==> config.mk <==
export PLATFORM = sky130hd
export DESIGN_NAME = bdmv_front_flat
export DESIGN_NICKNAME = d
export VERILOG_FILES = /design/src/hw/rtl/bdmv_pkg.sv /design/src/hw/rtl/bdmv_ifs.sv /design/src/hw/rtl/bdmv_front.sv /design/src/flat_wrapper.sv
export SDC_FILE = /design/constraint.sdc
export NUM_CORES = 1
export LEC_CHECK = 0
export BUFFER_PORTS_ARGS = -buffer_cell sky130_fd_sc_hd__buf_2
export CORE_AREA = 2 2 83 85
export DETAILED_ROUTE_END_ITERATION = 8
export DIE_AREA = 0 0 85 87
export PLACE_DENSITY = 0.73
export SLEW_MARGIN = 20
export SYNTH_ARGS = -nofsm -noshare
export SYNTH_HDL_FRONTEND = slang
export SYNTH_SLANG_ARGS = --single-unit
export TNS_END_PERCENT = 10
==> constraint.sdc <==
create_clock -name clk -period 4.5 [get_ports clk]
set_clock_uncertainty 0.1 [all_clocks]
set_input_delay 0.45 -clock clk [delete_from_list [all_inputs] [get_ports clk]]
set_output_delay 0.45 -clock clk [all_outputs]
set_load 0.005 [all_outputs]
==> src/hw/rtl/bdmv_pkg.sv <==
// bdmv_pkg: shared constants, types and helper functions for the
// block-diagonal matrix-vector core. No dependencies.
`default_nettype none
package bdmv_pkg;
	localparam int MAX_ATOMS    = 16;
	localparam int MAX_ROW      = 64;
	localparam int MATRIX_WORDS = 1024;
	localparam int MAX_BLOCK    = 16;

	localparam int ATOM_W  = $clog2(MAX_ATOMS);
	localparam int ROW_W   = $clog2(MAX_ROW);
	localparam int LEN_W   = 7;
	localparam int NA_W    = 5;
	localparam int BS_W    = 5;
	localparam int IDX_W   = 10;
	localparam int MADDR_W = $clog2(MATRIX_WORDS);
	localparam int DATA_W  = 32;
	localparam int PROD_W  = 2 * DATA_W;
	localparam int ACC_W   = PROD_W + 6;
	localparam int BASE_W  = $clog2(MAX_ATOMS * MAX_BLOCK * MAX_BLOCK + MAX_BLOCK * MAX_BLOCK) + 1;
	localparam int CFG_W   = 7;

	localparam logic [1:0] CMD_BSIZE = 2'd0;
	localparam logic [1:0] CMD_MAT   = 2'd1;
	localparam logic [1:0] CMD_PUSH  = 2'd2;

	localparam logic [1:0] REG_NUM_ATOMS = 2'd0;
	localparam logic [1:0] REG_ROW_LEN   = 2'd1;
	localparam logic [1:0] REG_COMPLEX   = 2'd2;

	typedef enum logic [1:0] {OP_BSIZE, OP_MAT, OP_PUSH, OP_PUSH_LAST} op_t;

	typedef struct packed {
		op_t                op;
		logic [IDX_W-1:0]   addr;
		logic [BS_W-1:0]    bs;
		logic [DATA_W-1:0]  re;
		logic [DATA_W-1:0]  im;
	} entry_t;

	typedef struct packed {
		logic [NA_W-1:0]  num_atoms;
		logic [LEN_W-1:0] row_length;
		logic             complex_mode;
	} cfg_t;

	function automatic logic [LEN_W-1:0] eff_len(input logic [LEN_W-1:0] l);
		logic [LEN_W-1:0] r;
		if (l == '0) r = LEN_W'(1);
		else if (32'(l) > MAX_ROW) r = LEN_W'(MAX_ROW);
		else r = l;
		return r;
	endfunction

	function automatic logic [NA_W-1:0] eff_atoms(input logic [NA_W-1:0] n);
		logic [NA_W-1:0] r;
		if (32'(n) > MAX_ATOMS) r = NA_W'(MAX_ATOMS);
		else r = n;
		return r;
	endfunction

	// floor shift by 16 and saturate to 32 bits
	function automatic logic [DATA_W-1:0] sat_out(input logic [ACC_W-1:0] acc);
		logic fits;
		logic [DATA_W-1:0] r;
		fits = (&acc[ACC_W-1:47]) | ~(|acc[ACC_W-1:47]);
		if (fits) r = acc[47:16];
		else if (acc[ACC_W-1]) r = 32'h8000_0000;
		else r = 32'h7FFF_FFFF;
		return r;
	endfunction
endpackage
`default_nettype wire

==> src/hw/rtl/bdmv_ifs.sv <==
// bdmv_item_if and bdmv_result_if: valid/ready channels of the core.
// Depends on bdmv_pkg.
`default_nettype none
interface bdmv_item_if import bdmv_pkg::*; ();
	logic                     valid;
	logic                     ready;
	logic [1:0]               cmd;
	logic [IDX_W-1:0]         index;
	logic [BS_W-1:0]          block_size;
	logic signed [DATA_W-1:0] table_word;
	logic signed [DATA_W-1:0] elem_re;
	logic signed [DATA_W-1:0] elem_im;
	modport source(output valid, cmd, index, block_size, table_word, elem_re, elem_im,
		input ready);
	modport sink(input valid, cmd, index, block_size, table_word, elem_re, elem_im,
		output ready);
endinterface

`default_nettype wire

==> src/hw/rtl/bdmv_front.sv <==
// bdmv_front: accepts items, drops no-op commands, tracks row fill and
// tags the last element of a row. Depends on bdmv_pkg and bdmv_ifs.
`default_nettype none
module bdmv_front import bdmv_pkg::*; (
	input  wire          clk,
	input  wire          arst_n,
	input  cfg_t         cfg,
	bdmv_item_if.sink    items,
	input  wire          q_full,
	output logic         push,
	output entry_t       entry
);
	logic [LEN_W-1:0] fill_q;
	logic [LEN_W-1:0] len;
	logic [LEN_W-1:0] slot;
	logic             take;
	logic             row_end;

	assign len     = eff_len(cfg.row_length);
	assign items.ready = !q_full;
	assign take    = items.valid && items.ready;
	// row length may have been lowered, restart the row then
	assign slot    = (fill_q >= len) ? '0 : fill_q;
	assign row_end = (slot + LEN_W'(1)) >= len;

	always_comb begin
		push = 1'b0;
		entry.op = OP_PUSH;
		entry.addr = items.index;
		entry.bs = (32'(items.block_size) > MAX_BLOCK) ? BS_W'(MAX_BLOCK) : items.block_size;
		entry.re = items.elem_re;
		entry.im = items.elem_im;
		unique case (items.cmd)
			CMD_BSIZE: begin
				entry.op = OP_BSIZE;
				push = take && (32'(items.index) < MAX_ATOMS);
			end
			CMD_MAT: begin
				entry.op = OP_MAT;
				entry.re = items.table_word;
				push = take && (32'(items.index) < MATRIX_WORDS);
			end
			CMD_PUSH: begin
				entry.op = row_end ? OP_PUSH_LAST : OP_PUSH;
				entry.addr = IDX_W'(slot);
				push = take;
			end
			default: push = 1'b0;
		endcase
	end

	always_ff @(posedge clk or negedge arst_n) begin
		if (!arst_n) begin
			fill_q <= '0;
		end else if (take && items.cmd == CMD_PUSH) begin
			fill_q <= row_end ? '0 : slot + LEN_W'(1);
		end
	end
endmodule
`default_nettype wire

==> src/flat_wrapper.sv <==
// flat-port wrapper written by rule: the top's interface ports become plain ports
module bdmv_front_flat import bdmv_pkg::*;
  (clk, arst_n, cfg, q_full, push, entry, items_valid, items_cmd, items_index, items_block_size, items_table_word, items_elem_re, items_elem_im, items_ready);
  bdmv_item_if items_i ();
  input  wire clk;
  input  wire arst_n;
  input  cfg_t cfg;
  input  wire q_full;
  output logic push;
  output entry_t entry;
  input wire logic [$bits(items_i.valid)-1:0] items_valid;
  input wire logic [$bits(items_i.cmd)-1:0] items_cmd;
  input wire logic [$bits(items_i.index)-1:0] items_index;
  input wire logic [$bits(items_i.block_size)-1:0] items_block_size;
  input wire logic [$bits(items_i.table_word)-1:0] items_table_word;
  input wire logic [$bits(items_i.elem_re)-1:0] items_elem_re;
  input wire logic [$bits(items_i.elem_im)-1:0] items_elem_im;
  output wire logic [$bits(items_i.ready)-1:0] items_ready;
  assign items_i.valid = items_valid;
  assign items_i.cmd = items_cmd;
  assign items_i.index = items_index;
  assign items_i.block_size = items_block_size;
  assign items_i.table_word = items_table_word;
  assign items_i.elem_re = items_elem_re;
  assign items_i.elem_im = items_elem_im;
  assign items_ready = items_i.ready;
  bdmv_front u_core (.clk(clk), .arst_n(arst_n), .cfg(cfg), .items(items_i), .q_full(q_full), .push(push), .entry(entry));
endmodule
==> reports/metrics.csv <==
metric,value,unit
outcome,completed,
overall die width,85,um
final net count,466,
worst setup path endpoint,entry[79],
Peak VDD IR,231,uV
row cnt,30,
CTS Hold Bufs,1,
Pwr Total,0.693,mW
DRC violations left,0,
final setup violation count,0,
Total GRT Usage,0.160,
Largest regs,u_core.fill_q (7),
Leak,1.25,nW
critical path arrival,3650,ps
Synth area leaders,"mux2_2 (22%), buf_4 (14%), ha_1 (14%), dfrtp_1 (10%), nor2b_1 (3.3%)",
setup TNS,0,ps
DR iter-0 viols,92,
final count of hold timing violations,0,
Placer Congestion,0.784,
Area Growth Syn to Fin,36.3,%
Worst-Skew Late Latency,230,ps
RSZ-0062 raised after global routing,false,
Core ar.,0.00657,mm2
CTS sink count,7,
CP Class,in -> out,
"Setup Fix Bufs, Post-CTS",0,
startpoint types,primary input,
first-pass GRT wire length,9110,um
initial antenna violation count,1,
vias in the first global route,1743,
Sw Ratio,0.450,
most frequent cells in the layout,"buf_2 (142), mux2_2 (34), ha_1 (19), nand2_1 (14), inv_1 (12)",
Mapped Area,0.00173,mm2
Clk pwr share,0.127,
hold_sp,u_core.fill_q[0],
R2R cell count,16,
largest net degree at the start of global routing,33,
top_reg_cell synth,dfrtp_1,
DR WL/cell,16.1,um
layout cell share with drive strength beyond 1,0.623,
P_int,0.381,mW
register area share after synthesis,0.101,
Die H,87,um
period utilisation layout,0.933,
Synthesized Nets,353,
detailed placer's ending HPWL,5700,um
Post-synth ARST share,1.00,
IO Count,213,
clock buffer count from CTS,3,
Reg2Reg Setup Slack,860,ps
synth unique cells,39,
number of synthesis warnings,0,
"FF+latch count, synth",7,
CP Capture Type,output port,
Resize count post-CTS,0,
Highest Clock Rate,238,MHz
reg-to-reg endpoint,u_core.fill_q[5],
Routed Antenna Nets,0,
die area,0.00740,mm2
# H-tree levels,1,
Tightest Pin Transition,713,ps
"critical path fanouts, max",5,
post-layout minimum cycle time,4200,ps
Largest Register,u_core.fill_q,
Via density,4.81,
Hold WC Path Type,reg -> reg,
most area-hungry cell type in the Yosys netlist,mux2_2,
TritonCTS clock tree,built,
max-slew violation count,0,
switching power,0.312,mW
max_slew headroom,0.525,
reg2reg start,u_core.fill_q[2],
Largest register FFs,7,
Synth Instances,204,
drt pass-1 iters,4,
Comb pwr share,0.705,
critical path required time,3950,ps
max-cap violations,0,
syn avg cell area,8.49,um2
Initial Utilization,0.264,
final-layout fill cell count,662,
clk root buf,clkbuf_8,
Bufs on Longest Clock Path,2,
IO buf count,142,
clock-pin slew of the registers on the worst-case setup and hold paths,40,ps
Yosys top cell area share,0.221,
"EDFF count, synth",0,
total gr overflow,0,
cell area power density,294,mW/mm2
final WL,6430,um
Flop pwr share,0.168,
Critical Path Start,cfg[2],
Vias,1922,
"commonest non-fill, non-tap cell in the layout",buf_2,
end-of-flow core utilization,0.359,
## worst max-delay path, cell delays in order
cell and delay (ps):
buf_2 110, nor3_1 170, a21oi_1 90, nor2_1 140, ha_1 250, nand2b_1 150, a31oi_2 240, o21ai_4 110
nor2_1 180, ha_1 250, and3_1 240, xnor2_1 140, nor2_1 60, ha_1 330, nand4_1 100, and3_1 190
o21ai_2 80, nand3_1 90, o21ai_0 120, buf_2 150
## cell usage after synthesis, drive strengths merged (4+ instances only)
cell type / number
ha: 19
buf: 37
nand3: 6
nand4: 4
nand2: 14
and3: 6
nor2b: 9
nor2: 7
a21oi: 6
dfrtp: 7
o22ai: 5
inv: 12
a21o: 4
mux2: 35
## worst min-delay path by stage
stage,to,slack (ps),depth (start not counted)
6_report,u_core.fill_q[0],450,2
5_1_grt,u_core.fill_q[0],500,2
4_1_cts,u_core.fill_q[0],450,2
3_5_place_dp,u_core.fill_q[3],190,1
3_3_place_gp,u_core.fill_q[3],190,1
2_1_floorplan,u_core.fill_q[0],50,0
## cell type report
class / count / area [um2] / share of cell area
diodes: 4 / 10.0 / 0.00424
clock buffers: 4 / 45.0 / 0.0191
inverters: 12 / 45.0 / 0.0191
multi-input cells: 145 / 1230 / 0.520
flip-flops and latches: 7 / 175 / 0.0742
well taps: 80 / 100 / 0.0424
repair buffers: 148 / 758 / 0.321
## logic make-up (layout without fill, tap and decap cells)
logic type	Yosys count	in the layout	share of synthesized area
and+or+nand+nor	59	59	0.195
buffers and inverters	52	164	0.191
muxes	35	35	0.228
AOI/OAI and AO/OA	28	28	0.128
adders and majority gates	19	19	0.137
DFF	7	7	0.101
xor gates and xnor gates	4	4	0.0202
other	0	4	0
## through the flow
step | hold WS [ps] | setup WS (ps) | std cells | cell area (um2)
2_1_floorplan | 54.4 | 645 | 204 | 1730
3_3_place_gp | 188 | 387 | 391 | 2290
3_5_place_dp | 188 | 287 | 391 | 2290
4_1_cts | 454 | 279 | 396 | 2350
5_1_grt | 499 | 66.2 | 396 | 2350
6_report | 445 | 303 | 400 | 2360
## routing by layer
| layer | share of wire | global-route usage | vias to the layer above |
|---|---|---|---|
| met3 | 0.093 | 0.0398 | 24 |
| met2 | 0.43 | 0.234 | 98 |
| met4 | 0.021 | 0.0447 | 0 |
| met1 | 0.45 | 0.231 | 882 |
| met5 | 0 | 0 | - |
| li1 | - | - | 918 |
## power groups by stage
stage	clock network (mW)	registers [mW]	logic (mW)
final	0.0877	0.117	0.489
after global routing	0.0951	0.120	0.546
after CTS	0.0897	0.116	0.494
after detailed placement	0	0.116	0.489
after global placement	0	0.116	0.467
after floorplan	0	0.106	0.343
No activity file was read; power rests on OpenSTA's default activity.
