===== config.mk =====
export PLATFORM = sky130hd
export DESIGN_NAME = bdmv_queue
export DESIGN_NICKNAME = d
export VERILOG_FILES = /design/src/hw/rtl/bdmv_pkg.sv /design/src/hw/rtl/bdmv_queue.sv
export SDC_FILE = /design/constraint.sdc
export NUM_CORES = 1
export LEC_CHECK = 0
export ABC_AREA = 1
export BUFFER_PORTS_ARGS = -buffer_cell sky130_fd_sc_hd__buf_2
export CAP_MARGIN = 20
export CELL_PAD_IN_SITES_DETAIL_PLACEMENT = 1
export CELL_PAD_IN_SITES_GLOBAL_PLACEMENT = 2
export CORE_AREA = 3 3 139 141
export DETAILED_ROUTE_END_ITERATION = 8
export DIE_AREA = 0 0 142 144
export PLACE_DENSITY_LB_ADDON = 0.1
export SLEW_MARGIN = 30
export SYNTH_ARGS = -nofsm -noshare
export SYNTH_HDL_FRONTEND = slang
export SYNTH_SLANG_ARGS = --single-unit

===== constraint.sdc =====
create_clock -name clk -period 5.15 [get_ports clk]
set_clock_uncertainty 0.1 [all_clocks]
set_input_delay 0 -clock clk [delete_from_list [all_inputs] [get_ports clk]]
set_output_delay 0 -clock clk [all_outputs]
set_load 0.02 [all_outputs]

===== src/hw/rtl/bdmv_pkg.sv =====
// bdmv_pkg: shared constants, types and helper functions for the
// block-diagonal matrix-vector core. No dependencies.
`default_nettype none
package bdmv_pkg;
	localparam int MAX_ATOMS    = 16;
	localparam int MAX_ROW      = 64;
	localparam int MATRIX_WORDS = 1024;
	localparam int MAX_BLOCK    = 16;

	localparam int ATOM_W  = $clog2(MAX_ATOMS);
	localparam int ROW_W   = $clog2(MAX_ROW);
	localparam int LEN_W   = 7;
	localparam int NA_W    = 5;
	localparam int BS_W    = 5;
	localparam int IDX_W   = 10;
	localparam int MADDR_W = $clog2(MATRIX_WORDS);
	localparam int DATA_W  = 32;
	localparam int PROD_W  = 2 * DATA_W;
	localparam int ACC_W   = PROD_W + 6;
	localparam int BASE_W  = $clog2(MAX_ATOMS * MAX_BLOCK * MAX_BLOCK + MAX_BLOCK * MAX_BLOCK) + 1;
	localparam int CFG_W   = 7;

	localparam logic [1:0] CMD_BSIZE = 2'd0;
	localparam logic [1:0] CMD_MAT   = 2'd1;
	localparam logic [1:0] CMD_PUSH  = 2'd2;

	localparam logic [1:0] REG_NUM_ATOMS = 2'd0;
	localparam logic [1:0] REG_ROW_LEN   = 2'd1;
	localparam logic [1:0] REG_COMPLEX   = 2'd2;

	typedef enum logic [1:0] {OP_BSIZE, OP_MAT, OP_PUSH, OP_PUSH_LAST} op_t;

	typedef struct packed {
		op_t                op;
		logic [IDX_W-1:0]   addr;
		logic [BS_W-1:0]    bs;
		logic [DATA_W-1:0]  re;
		logic [DATA_W-1:0]  im;
	} entry_t;

	typedef struct packed {
		logic [NA_W-1:0]  num_atoms;
		logic [LEN_W-1:0] row_length;
		logic             complex_mode;
	} cfg_t;

	function automatic logic [LEN_W-1:0] eff_len(input logic [LEN_W-1:0] l);
		logic [LEN_W-1:0] r;
		if (l == '0) r = LEN_W'(1);
		else if (32'(l) > MAX_ROW) r = LEN_W'(MAX_ROW);
		else r = l;
		return r;
	endfunction

	function automatic logic [NA_W-1:0] eff_atoms(input logic [NA_W-1:0] n);
		logic [NA_W-1:0] r;
		if (32'(n) > MAX_ATOMS) r = NA_W'(MAX_ATOMS);
		else r = n;
		return r;
	endfunction

	// floor shift by 16 and saturate to 32 bits
	function automatic logic [DATA_W-1:0] sat_out(input logic [ACC_W-1:0] acc);
		logic fits;
		logic [DATA_W-1:0] r;
		fits = (&acc[ACC_W-1:47]) | ~(|acc[ACC_W-1:47]);
		if (fits) r = acc[47:16];
		else if (acc[ACC_W-1]) r = 32'h8000_0000;
		else r = 32'h7FFF_FFFF;
		return r;
	endfunction
endpackage
`default_nettype wire


===== src/hw/rtl/bdmv_queue.sv =====
// bdmv_queue: two-entry queue between front and back.
// Depends on bdmv_pkg.
`default_nettype none
module bdmv_queue import bdmv_pkg::*; (
	input  wire    clk,
	input  wire    arst_n,
	input  wire    push,
	input  entry_t wdata,
	output logic   full,
	input  wire    pop,
	output logic   valid,
	output entry_t rdata
);
	entry_t     mem_q [2];
	logic       wptr_q;
	logic       rptr_q;
	logic [1:0] cnt_q;

	assign full  = cnt_q == 2'd2;
	assign valid = cnt_q != 2'd0;
	assign rdata = mem_q[rptr_q];

	always_ff @(posedge clk) begin
		if (push) mem_q[wptr_q] <= wdata;
	end

	always_ff @(posedge clk or negedge arst_n) begin
		if (!arst_n) begin
			wptr_q <= 1'b0;
			rptr_q <= 1'b0;
			cnt_q  <= '0;
		end else begin
			if (push) wptr_q <= !wptr_q;
			if (pop) rptr_q <= !rptr_q;
			cnt_q <= cnt_q + 2'(push) - 2'(pop);
		end
	end
endmodule
`default_nettype wire


==> results of run 1 <==
-- worst max-delay path, delay by kind of cell (launching register included) --
kind	cells	cell delay [ns]
flip-flops	1	0.97
buffers and inverters	2	0.87
AO/OA/AOI/OAI	1	0.14
AND/OR/NAND/NOR	1	0.11
-- layout make-up --
| class | instances | share of cell area |
|---|---|---|
| clock inverter | 15 | 0.0176 |
| multi-input combinational | 176 | 0.0920 |
| inverter | 88 | 0.0383 |
| sequential | 166 | 0.572 |
| clock buffer | 17 | 0.0490 |
| tap | 229 | 0.0330 |
| timing repair buffer | 256 | 0.198 |
-- layer usage --
layer / GRT usage / wire [µm] / vias to the layer above
met4: 0.0566 / 210 / 0
met2: 0.232 / 6920 / 111
met5: 0 / 0 / -
li1: - / - / 2025
met1: 0.163 / 5890 / 1943
met3: 0.0417 / 773 / 13
-- placed cells by master (no fill, tap or decap), drive strengths merged --
master	instances
dlygate4sd3	85
ha	2
clkinv	6
inv	91
dfrtp	4
edfxtp	162
clkinvlp	4
clkbuf	17
buf	171
bufinv	2
xor2	2
nor2	2
o21ai	81
nand3	1
nand2	88
-- through the flow --
step / utilization / setup WS, ns / cell area, µm²
6_report: 0.480 / 2.49 / 8680
5_1_grt: 0.480 / 2.19 / 8680
4_1_cts: 0.480 / 2.37 / 8680
3_5_place_dp: 0.401 / 2.81 / 7250
3_3_place_gp: 0.401 / 2.82 / 7250
2_1_floorplan: - / 0.738 / 6290
-- report_power, final --
part / switching, mW / leakage (nW) / internal [mW]
clock network: 0.516 / 0.273 / 0.714
registers: 0.155 / 1.57 / 1.79
logic: 0.997 / 1.85 / 0.439
-- sequential cells by signal (all words and copies together), names as in the netlist --
name,cells
cnt_q,2
mem_q,162
rptr_q,1
wptr_q,1
-- kinds of logic (layout without fill, tap and decap cells) --
| family | count (synthesis) | after routing | synth area share |
|---|---|---|---|
| flops | 166 | 166 | 0.789 |
| buf+inv | 106 | 376 | 0.0857 |
| simple gates | 91 | 91 | 0.0545 |
| compound gates | 81 | 81 | 0.0644 |
| fa+ha+maj | 2 | 2 | 0.00397 |
| xor+xnor | 2 | 2 | 0.00278 |
-- what timing repair did --
| item | in CTS | in global routing |
|---|---|---|
| hold buffers | 85 | 0 |
| resized for setup | 0 | 0 |
| endpoints found under the hold margin | 177 | 0 |
-- path summary, 6_finish.rpt --
check | endpoint | slack [ns] | depth (start not counted)
worst max-delay path | rdata[45] | 2.49 | 4
worst min-delay path | mem_q[0][70] | 0.20 | 2
worst max register to register | mem_q[1][27] | 3.13 | 3
worst min register to register | wptr_q | 0.44 | 1
max in group asynchronous | rptr_q | 4.36 | 3
min in group asynchronous | rptr_q | 0.39 | 3
==> qor.csv, run 1 <==
stage,metric,value,unit
route,Initial DRC Count,199,
logic_synthesis,commonest cells in the netlist,"162 x edfxtp_1, 88 x inv_1, 88 x nand2_1",
die,die area,20400,µm²
logic_synthesis,"Seq/Total Area, Yosys",0.789,
layout,area delta synth->final,37.9,%
pwr,PwrDens,532,nW/µm²
route,DRC violations left,0,
die,Core Footprint,18100,µm²
sta,Max-slew headroom,0.431,
sta,FMAX,376,MHz
setup_path,critical path type,reg -> out,
logic_synthesis,post-synthesis register bit count,166,
route,Total Wirelength,13800,µm
global_routing,total grt overflow,0,
logic_synthesis,average cell area after synthesis,14.1,µm²
global_routing,antenna violations before repair,0,
layout,FILL cells,1898,
worst_hold_path,Hold Path Origin,wdata[70],
cts,clock sink count,166,
logic_synthesis,Mapped Cells,448,
route,routed vias,4092,
cts,H-Tree Depth,4,
sta,RSZ-0062 raised after global routing,false,
sta,period utilization,0.517,
logic_synthesis,Synth area leaders,"edfxtp_1 77%, inv_1 5.2%, nand2_1 5.2%, o21ai_0 4.9%, buf_12 2.5%",
cts,Clk Tree Root Cell,clkbuf_16,
die,chip width,142,µm
global_routing,largest net degree at the start of global routing,93,
setup_path,"Cell Chain, Critical Path","buf_4, nand2_1, o21ai_0, buf_2",
route,ANT nets after route,0,
layout,register area,4970,µm²
cts,clock latency on the worst-skew pair,0.42,ns
place,Cells after DPL,830,
layout,n_diodes,0,
sta,Final Hold Viols,0,
global_routing,global-route wire length before repair,21300,µm
layout,Final nets,792,
logic_synthesis,"count leader, synth",edfxtp_1,
die,FP Rows,49,
route,routed len/inst,14.6,µm
logic_synthesis,cell taking the most area after synthesis,edfxtp_1,
sta,Least-Margin Pin Slew,0.853,ns
global_routing,Tot GR Track Use,0.137,
layout,Post-Layout Cell Count,947,
logic_synthesis,ys flop type,edfxtp_1,
logic_synthesis,Post-synth EDFFs,162,
die,die extent in y,144,µm
worst_hold_path,worst hold-check path type,in -> reg,
pwr,Design Power,4.62,mW
cts,Post-CTS Setup Inserts,0,
run,MaxCap Viol Count,0,
setup_path,"slowest stage delay, CP",0.97,ns
cts,CTS Buffer Depth,2,
logic_synthesis,syn_nets,535,
sta,# setup viols final,0,
setup_path,CP Capture Type,primary output,
pwr,VDD IR-drop max,0.290,mV
logic_synthesis,Synth Warn #,0,
setup_path,Worst EP arrival,2.56,ns
setup_path,CP max FO,92,
setup_path,CP Launch Type,register,
die,Initial Util,0.348,
setup_path,slowest CP cell,dfrtp_4,
cts,CTS tree,yes,
place,PortBufs,167,
route,DRT Pass-1 Iters,4,
logic_synthesis,Synth async-reset ratio,0.0241,
logic_synthesis,Synth cell types,15,
place,Final GP Congestion,0.718,
setup_path,Critical path origin,rptr_q,
sta,worst hold margin,0.201,ns
global_routing,number of global-route vias before repair,4250,
layout,layout cells sized above 1,0.286,
setup_path,Critical Path RT,5.05,ns
cts,Clock transition at path regs,0.07,ns
logic_synthesis,mapped cell area,6290,µm²
layout,Multi-input gate area,798,µm²
place,DP Wirelength,8720,µm
pwr,Lkg Pwr,3.69,nW
sta,Max Slew Vio Count,0,
run_status,status,"complete, no violations",
cts,Num CTS Buffers,17,
die,# IOs,168,
route,average vias per placed instance,4.32,
logic_synthesis,top cell type's share of synthesized area,0.773,
setup_path,R2R Path Start,wptr_q,
sta,Final min period,2.66,ns
sta,setup TNS,0,ns
Note: power is estimated with default switching activity, not from simulation.
==> inputs of run 2 (changes only) <==
Settings changed: CORE_AREA 3 3 139 141 to 3 3 147 149, DIE_AREA 0 0 142 144 to 0 0 150 152.
Clock period 5.15 ns to 2.4 ns, I/O delays scaled along.
==> qor.csv, run 2 (synthesis gave the netlist of run 1 again) <==
stage,metric,value,unit
cts,CTS tree,yes,
layout,Final nets,798,
global_routing,total grt overflow,0,
sta,setup TNS,0,ns
sta,Final Hold Viols,0,
place,Final GP Congestion,0.693,
route,routed len/inst,14.1,µm
worst_hold_path,worst hold-check path type,in -> reg,
cts,CTS Buffer Depth,2,
worst_hold_path,Hold Path Origin,wdata[16],
layout,layout cells sized above 1,0.288,
pwr,Clk pwr share,0.276,
sta,period utilization,0.892,
pwr,PwrDens,1150,nW/µm²
die,# IOs,168,
sta,FMAX,467,MHz
layout,Final Cell Area,8840,µm²
route,DRT Pass-1 Iters,4,
die,Core Footprint,20300,µm²
route,routed vias,4129,
sta,Worst Slack Setup Final,0.258,ns
setup_path,CP Capture Type,primary output,
layout,n_diodes,0,
setup_path,Critical Path RT,2.30,ns
cts,Clk Tree Root Cell,clkbuf_16,
route,ANT nets after route,0,
setup_path,CP max FO,71,
layout,Largest register FFs,162,
place,DP Wirelength,9240,µm
route,Total Wirelength,14000,µm
global_routing,antenna violations before repair,0,
cts,clock latency on the worst-skew pair,0.41,ns
cts,Clock transition at path regs,0.06,ns
die,chip width,150,µm
place,placed cell area,7370,µm²
global_routing,largest net degree at the start of global routing,72,
sta,RSZ-0062 raised after global routing,false,
setup_path,critical path type,reg -> out,
place,PortBufs,167,
sta,Least-Margin Pin Slew,0.700,ns
die,FP Rows,52,
layout,area delta synth->final,40.4,%
route,Initial DRC Count,163,
run_status,status,"complete, no violations",
setup_path,Critical path origin,rptr_q,
pwr,Lkg Pwr,3.75,nW
pwr,Int Pwr,6.61,mW
pwr,VDD IR-drop max,0.465,mV
layout,most frequent cells in the layout,"167 x buf_2, 162 x edfxtp_1, 88 x nand2_1",
setup_path,R2R Path Start,wptr_q,
pwr,sequential share of power,0.407,
route,average vias per placed instance,4.16,
setup_path,CP Launch Type,register,
die,die extent in y,152,µm
sta,Final min period,2.14,ns
sta,Max-slew headroom,0.533,
cts,Num CTS Buffers,17,
cts,H-Tree Depth,4,
die,Initial Util,0.310,
sta,# setup viols final,0,
route,DRC violations left,0,
sta,Max Slew Vio Count,0,
layout,"commonest non-fill, non-tap cell in the layout",buf_2,
layout,Finished Core Util,0.435,
cts,clock sink count,166,
setup_path,Worst EP arrival,2.04,ns
pwr,Sw Share,0.352,
layout,Regs by FF count,"mem_q x162, cnt_q x2",
pwr,net switching power,3.58,mW
layout,most flop-heavy register,mem_q,
global_routing,Tot GR Track Use,0.124,
pwr,Comb pwr share,0.317,
global_routing,global-route wire length before repair,22000,µm
place,Setup Slack @ Placement,0.643,ns
run,MaxCap Viol Count,0,
global_routing,number of global-route vias before repair,4288,
die,die area,22800,µm²
run 2: cell types whose count changed in the layout (fill, tap and decap cells not counted), sizes merged:
cell and delta:
bufinv +2, inv -3, clkinvlp -3, buf +6, clkbuf +1, clkinv +2
run 2: worst max-delay path, stage by stage, from the launching register on:
cell and delay [ns]:
dfrtp_4 0.89, buf_4 0.34, nand2_1 0.06, o21ai_0 0.11, buf_2 0.22
run 2: cell type report:
type                            count  area, µm²
Timing Repair Buffer              262       1790
Inverter                           88        334
Clock buffer                       18        429
Sequential cell                   166       4970
Tap cell                          270        338
Fill cell                        2216      11500
Multi-Input combinational cell    176        798
Clock inverter                     13        181
run 2: layer usage:
layer  GRT usage  vias up  wire [µm]
li1            -     2030          -
met1       0.159     1966       6400
met2       0.203      118       6620
met3      0.0378       15        801
met4      0.0366        0        164
met5           0        -          0
run 2: metrics by stage:
stage	instances	hold WS (ns)	total power, mW
floorplan	448	-0.396	6.38
global placement	877	-0.281	7.37
detailed placement	877	-0.281	7.43
CTS	993	0.170	10.4
global route	993	0.192	10.8
finish	993	0.204	10.2
run 2: final timing paths:
path | end | slack, ns | cells past startpoint
max | rdata[37] | 0.26 | 4
min | mem_q[1][16] | 0.20 | 2
max reg2reg | mem_q[1][35] | 0.96 | 3
min reg2reg | wptr_q | 0.45 | 1
max in group asynchronous | rptr_q | 1.59 | 3
min in group asynchronous | cnt_q[0] | 0.41 | 3
run 2: repair_timing:
| item | 4_1_cts | 5_1_grt |
|---|---|---|
| endpoints found under the hold margin | 170 | 0 |
| gates resized for setup | 0 | 0 |
| setup buffers | 0 | 0 |
| hold buffers | 85 | 0 |
run 2: power groups by stage:
stage	combinational, mW	sequential [mW]	clock (mW)
floorplan	2.36	4.03	0
global placement	3.17	4.20	0
detailed placement	3.20	4.23	0
CTS	3.32	4.17	2.91
global route	3.58	4.22	3.03
finish	3.23	4.15	2.81
